## src/hw/rtl/mesh_edge_dedup_table_core_assert.svh

```systemverilog
// Assertion helpers for the edge dedup table.
`ifndef MESH_EDGE_DEDUP_TABLE_CORE_ASSERT_SVH
`define MESH_EDGE_DEDUP_TABLE_CORE_ASSERT_SVH

// Clocked on clk_i, quiet while rst_ni is low.
`define MEDT_ASSERT(name, prop) \
  name: assert property (@(posedge clk_i) disable iff (!rst_ni) prop) \
    else $error("medt: check failed");

// Same-cycle implication.
`define MEDT_ASSERT_IMP(name, ante, cons) \
  `MEDT_ASSERT(name, (ante) |-> (cons))

// Next-cycle implication.
`define MEDT_ASSERT_NXT(name, ante, cons) \
  `MEDT_ASSERT(name, (ante) |=> (cons))

`endif

```

## src/hw/rtl/medt_pkg.sv

```systemverilog
`default_nettype none
package medt_pkg;

  localparam int unsigned TableDepth = 1024;
  localparam int unsigned IdxW       = $clog2(TableDepth);
  localparam int unsigned FillW      = $clog2(TableDepth + 1);
  localparam int unsigned SlotW      = 10;
  localparam int unsigned VidW       = 16;
  localparam int unsigned TagW       = 16;
  localparam int unsigned CntW       = 2;
  localparam int unsigned FaceW      = 16;
  localparam int unsigned EndsW      = 2 * VidW;

  localparam logic [FillW-1:0] DepthFill = FillW'(TableDepth);
  localparam logic [TagW-1:0]  TagNone   = 16'hFFFF;

  typedef enum logic [1:0] {
    StIdle = 2'b01,
    StWalk = 2'b10
  } state_e;

  // running search result handed from cell to cell
  typedef struct packed {
    logic            found;
    logic [IdxW-1:0] slot;
    logic [TagW-1:0] tag;
  } res_t;

  typedef struct packed {
    logic             en;
    logic [EndsW-1:0] ends;
    logic [TagW-1:0]  tag;
  } wr_t;

endpackage
`default_nettype wire

```

## src/hw/rtl/medt_tag.sv

```systemverilog
`default_nettype none
// First tag of vertex a, in a's order, that also appears among b's tags.
module medt_tag (
  input  logic [medt_pkg::TagW-1:0] tag_a_first_i,
  input  logic [medt_pkg::TagW-1:0] tag_a_second_i,
  input  logic [medt_pkg::CntW-1:0] tag_a_count_i,
  input  logic [medt_pkg::TagW-1:0] tag_b_first_i,
  input  logic [medt_pkg::TagW-1:0] tag_b_second_i,
  input  logic [medt_pkg::CntW-1:0] tag_b_count_i,
  output logic [medt_pkg::TagW-1:0] tag_o
);

  logic a_two, b_two;

  assign a_two = tag_a_count_i[1];
  assign b_two = tag_b_count_i[1];

  always_comb begin
    if (tag_a_first_i == tag_b_first_i) begin
      tag_o = tag_a_first_i;
    end else if (b_two && tag_a_first_i == tag_b_second_i) begin
      tag_o = tag_a_first_i;
    end else if (a_two && tag_a_second_i == tag_b_first_i) begin
      tag_o = tag_a_second_i;
    end else if (a_two && b_two && tag_a_second_i == tag_b_second_i) begin
      tag_o = tag_a_second_i;
    end else begin
      tag_o = medt_pkg::TagNone;
    end
  end

endmodule
`default_nettype wire

```

## config.mk

```make
export PLATFORM = sky130hd
export DESIGN_NAME = medt_tag
export DESIGN_NICKNAME = d
export VERILOG_FILES = /design/src/hw/rtl/mesh_edge_dedup_table_core_assert.svh /design/src/hw/rtl/medt_pkg.sv /design/src/hw/rtl/medt_tag.sv
export SDC_FILE = /design/constraint.sdc
export NUM_CORES = 1
export LEC_CHECK = 0
export BUFFER_PORTS_ARGS = -buffer_cell sky130_fd_sc_hd__buf_2
export CORE_MARGIN = 4
export CORE_UTILIZATION = 41
export DETAILED_ROUTE_END_ITERATION = 8
export GPL_TIMING_DRIVEN = 0
export PLACE_DENSITY = 0.81
export RECOVER_POWER = 25
export SLEW_MARGIN = 0
export SYNTH_ARGS = -nofsm -noshare
export SYNTH_HDL_FRONTEND = slang
export SYNTH_SLANG_ARGS = --single-unit
```

## constraint.sdc

```tcl
create_clock -name vclk -period 2.1
set_input_delay 0.42 -clock vclk [all_inputs]
set_output_delay 0.42 -clock vclk [all_outputs]
set_load 0.02 [all_outputs]
```

# Word level (Yosys, flattened, before mapping)
# Cells that the tools add are included.
# Widths: inputs -> output; s select.
# classes
n_eq_ne	4
n_mux	4
n_reduce_logical	4
# op_table
cell	n
$eq 16x16->1	4
$mux 16	4
$logic_and 1x1->1	4
# word_totals
register_bits	0
input_bits	68
output_inout_bits	16
wordCells	12

# Depth between registers and ports, before layout
# logic_depth
depth_word	6
ltp_mapped	7
depth_no_buf	5

# Least setup slack after synthesis
# OpenSTA, ideal clock, no wires.
# synth_timing
kind	input port to output port
startpoint	in tag_b_first_i[12] in the netlist's numbering
endpoint	out tag_o[10] in the netlist's numbering
t_arrival_ns	1.791
required_ns	1.680
slack_ns	-0.111
path_stages	6
n_path_buf	1
path_cell_list	xor2_1 > nor4_2 > nand3_2 > buf_6 > o32a_1 > mux2_4
# synth_between
elab_chain_len	5
elab_cells_between_ends	6
cone_classes	2 x eq/ne; 3 x mux; 1 x reduce/logical
# synth_rtl
item	line_no	text
start: declaration	medt_tag.sv:7	input logic [medt_pkg::TagW-1:0] tag_b_first_i,
$eq 16x16->1	medt_tag.sv:23	end else if (a_two && tag_a_second_i == tag_b_first_i) begin
$logic_and 1x1->1	medt_tag.sv:23	
$mux 16	medt_tag.sv:23	
$mux 16	medt_tag.sv:21	end else if (b_two && tag_a_first_i == tag_b_second_i) begin
$mux 16 (*)	medt_tag.sv:19	if (tag_a_first_i == tag_b_first_i) begin
end: declaration	medt_tag.sv:10	output logic [medt_pkg::TagW-1:0] tag_o
# Every way passes the cells marked *; elsewhere a longest branch is shown, timed or not.

# Worst setup path in the final report
# layout_timing
startpoint	in tag_b_first_i[12] in the netlist's numbering
endpoint	out tag_o[4] in the netlist's numbering
# The elaborated chain is that of the path after synthesis.

==> out/metrics.yaml <==
status: "complete, but fails checks"
violations: "setup timing"
fin_ws_ns: -0.446
yosysSeqAreaShare_pct: 0
gp_congestion: 0.897
fillers: 287
rsz0062_at_grt: "yes"
rows: 20
holdBufCountCts: 0
portBuffers: 82
grt_pass1_wl_um: 6870
power_density_mw_per_mm2: 148
min_period_ns: 2.55
dieArea_mm2: 0.00408
die_h_um: 63.8
crit_type: "primary input to primary output"
drive_gt1_share_pct: 51.5
drtIter0Drc: 87
syn_area_mm2: 0.00128
core-area_mm2: 0.00303
avgSynthCellArea_um2: 9.01
register_area_um2: 0
grt_pass1_vias: 1495
vdd.ir_drop.worst_mv: 0.0893
syn-num-nets: 210
total_power_w: 0.000280
seq_cell_count: 0
synth_area_leaders: "xnor2_1 (23%), xor2_1 (21%), o32a_1 (13%), mux2_4 (12%), nand3b_1 (9.4%)"
routedWlPerCell_um: 16.0
synth_top_area_share_pct: 23.3
synth_warnings: 0
ant_nets: 0
path_max_fanout: 10
antenna_found_initial: 0
hold_path_class: "primary input to primary output"
finalSetupViolCount: 16
nets: 299
max_slew_margin_pct: 79.0
grt-ovfl-total: 0
clock_buffers: 0
cellLeakagePower_nw: 0.765
yosys.area.top_type: "xnor2_1"
final_area_mm2: 0.00189
routed_wl_um: 4370
syn_inst: 142
ys_types: 20
start_util_pct: 42.2
worst_slew_pin_slew_ns: 0.312
hold_start: "tag_a_first_i[8]"
fmax_mhz: 393
end_kind: "primary output"
crit_arrival_ns: 2.13
finalHoldViolCount: 0
multiInputGateArea_mm2: 0.00127
viasPerCell: 5.33
grtUsageTotal_pct: 20.3
finalCritPeriodShare_pct: 121
grt_start_max_net_pins: 11
postPlaceCellArea_mm2: 0.00174
antenna_cells: 0
finalMaxSlewViolations: 0
area_growth_pct: 48.1
ios: 84
vias: 1456
startpoint: "tag_b_first_i[12]"
drc: 0
hpwlAfterDp_um: 3430
required_ns: 1.68
max_cap_violations: 0
die-width_um: 63.8
startpoint_type: "primary input"
drtPass1Iterations: 4
-- layer usage --
layer | GRT usage [%] | share of wire (%)
met1 | 27.3 | 42
met2 | 36.1 | 50
met3 | 2.28 | 7.4
met4 | 1.08 | 0.34
met5 | 0 | 0
-- final cells by class --
type / count / share of cell area, %
multi-input combinational: 135 / 66.9
tap: 44 / 2.91
timing repair buffer: 88 / 28.0
buffer: 6 / 2.18
-- through the flow --
step	setup slack, ns	TNS, ns	std cells	hold WS, ns	utilization [%]
after floorplan	-0.107	-1.07	142	1.00	-
after global placement	-0.632	-8.42	268	1.24	57.6
after detailed placement	-0.622	-8.25	268	1.24	57.6
after CTS	-0.432	-6.28	274	1.22	61.6
after global routing	-0.519	-7.67	273	1.23	62.6
final	-0.446	-6.53	273	1.22	62.6
-- final timing paths --
path              slack [ns]  endpoint  cells after the start
setup / recovery       -0.45  tag_o[4]                      8
hold / removal          1.22  tag_o[8]                      3
-- cell usage in the layout, fill, tap and decap left out, types with 2 or more instances in the layout --
cell type  synthesis  layout
buf_4              1       9
buf_2              2      71
nand4_1            7       7
nor4_2             2       3
nand3_1            3       3
xor2_1            30      29
mux2_2             6       2
xnor2_1           34      34
clkbuf_2           0       2
nor4_1             5       4
mux2_4            10      14
nand3b_1          16      16
o32a_1            16      16
buf_6              1      11
-- repair_timing --
| action | CTS | global route |
|---|---|---|
| endpoints found under the setup margin | 16 | 16 |
| resized for setup | 22 | 11 |
| pin swaps | 9 | 4 |
| buffers inserted | 6 | 0 |
-- power by group --
group / internal, W / switching [W] / total (W)
Clock: 0 / 0 / 0
Combinational: 0.000135 / 0.000144 / 0.000280
Sequential: 0 / 0 / 0
Total: 0.000135 / 0.000144 / 0.000280
-- worst max-delay path: stages --
cell	delay, ns
buf_8	0.10
xor2_2	0.17
nor4_2	0.33
nand3_2	0.17
buf_6	0.18
o32a_1	0.34
mux2_4	0.26
buf_4	0.16
-- logic make-up after synthesis --
logic type / after synthesis / share of synthesized area, %
muxes: 16 / 17.0
and+or+nand+nor: 38 / 22.5
xor gates and xnor gates: 64 / 43.8
AOI/OAI and AO/OA: 17 / 13.5
buffers and inverters: 7 / 3.13
-- cell usage after synthesis --
library cell and n:
xnor2_1 34, mux2_4 10, nor3_2 1, buf_2 2
nor3_1 1, nand3_2 1, o32a_1 16, clkbuf_1 3
nor4_2 2, nand3b_1 16, mux2_2 6, buf_6 1
nor4_1 5, a31oi_2 1, nand3_1 3, xor2_1 30
buf_4 1, nor4_4 1, nand4_1 7, and3_1 1
No activity file was read; power rests on OpenSTA's default activity.
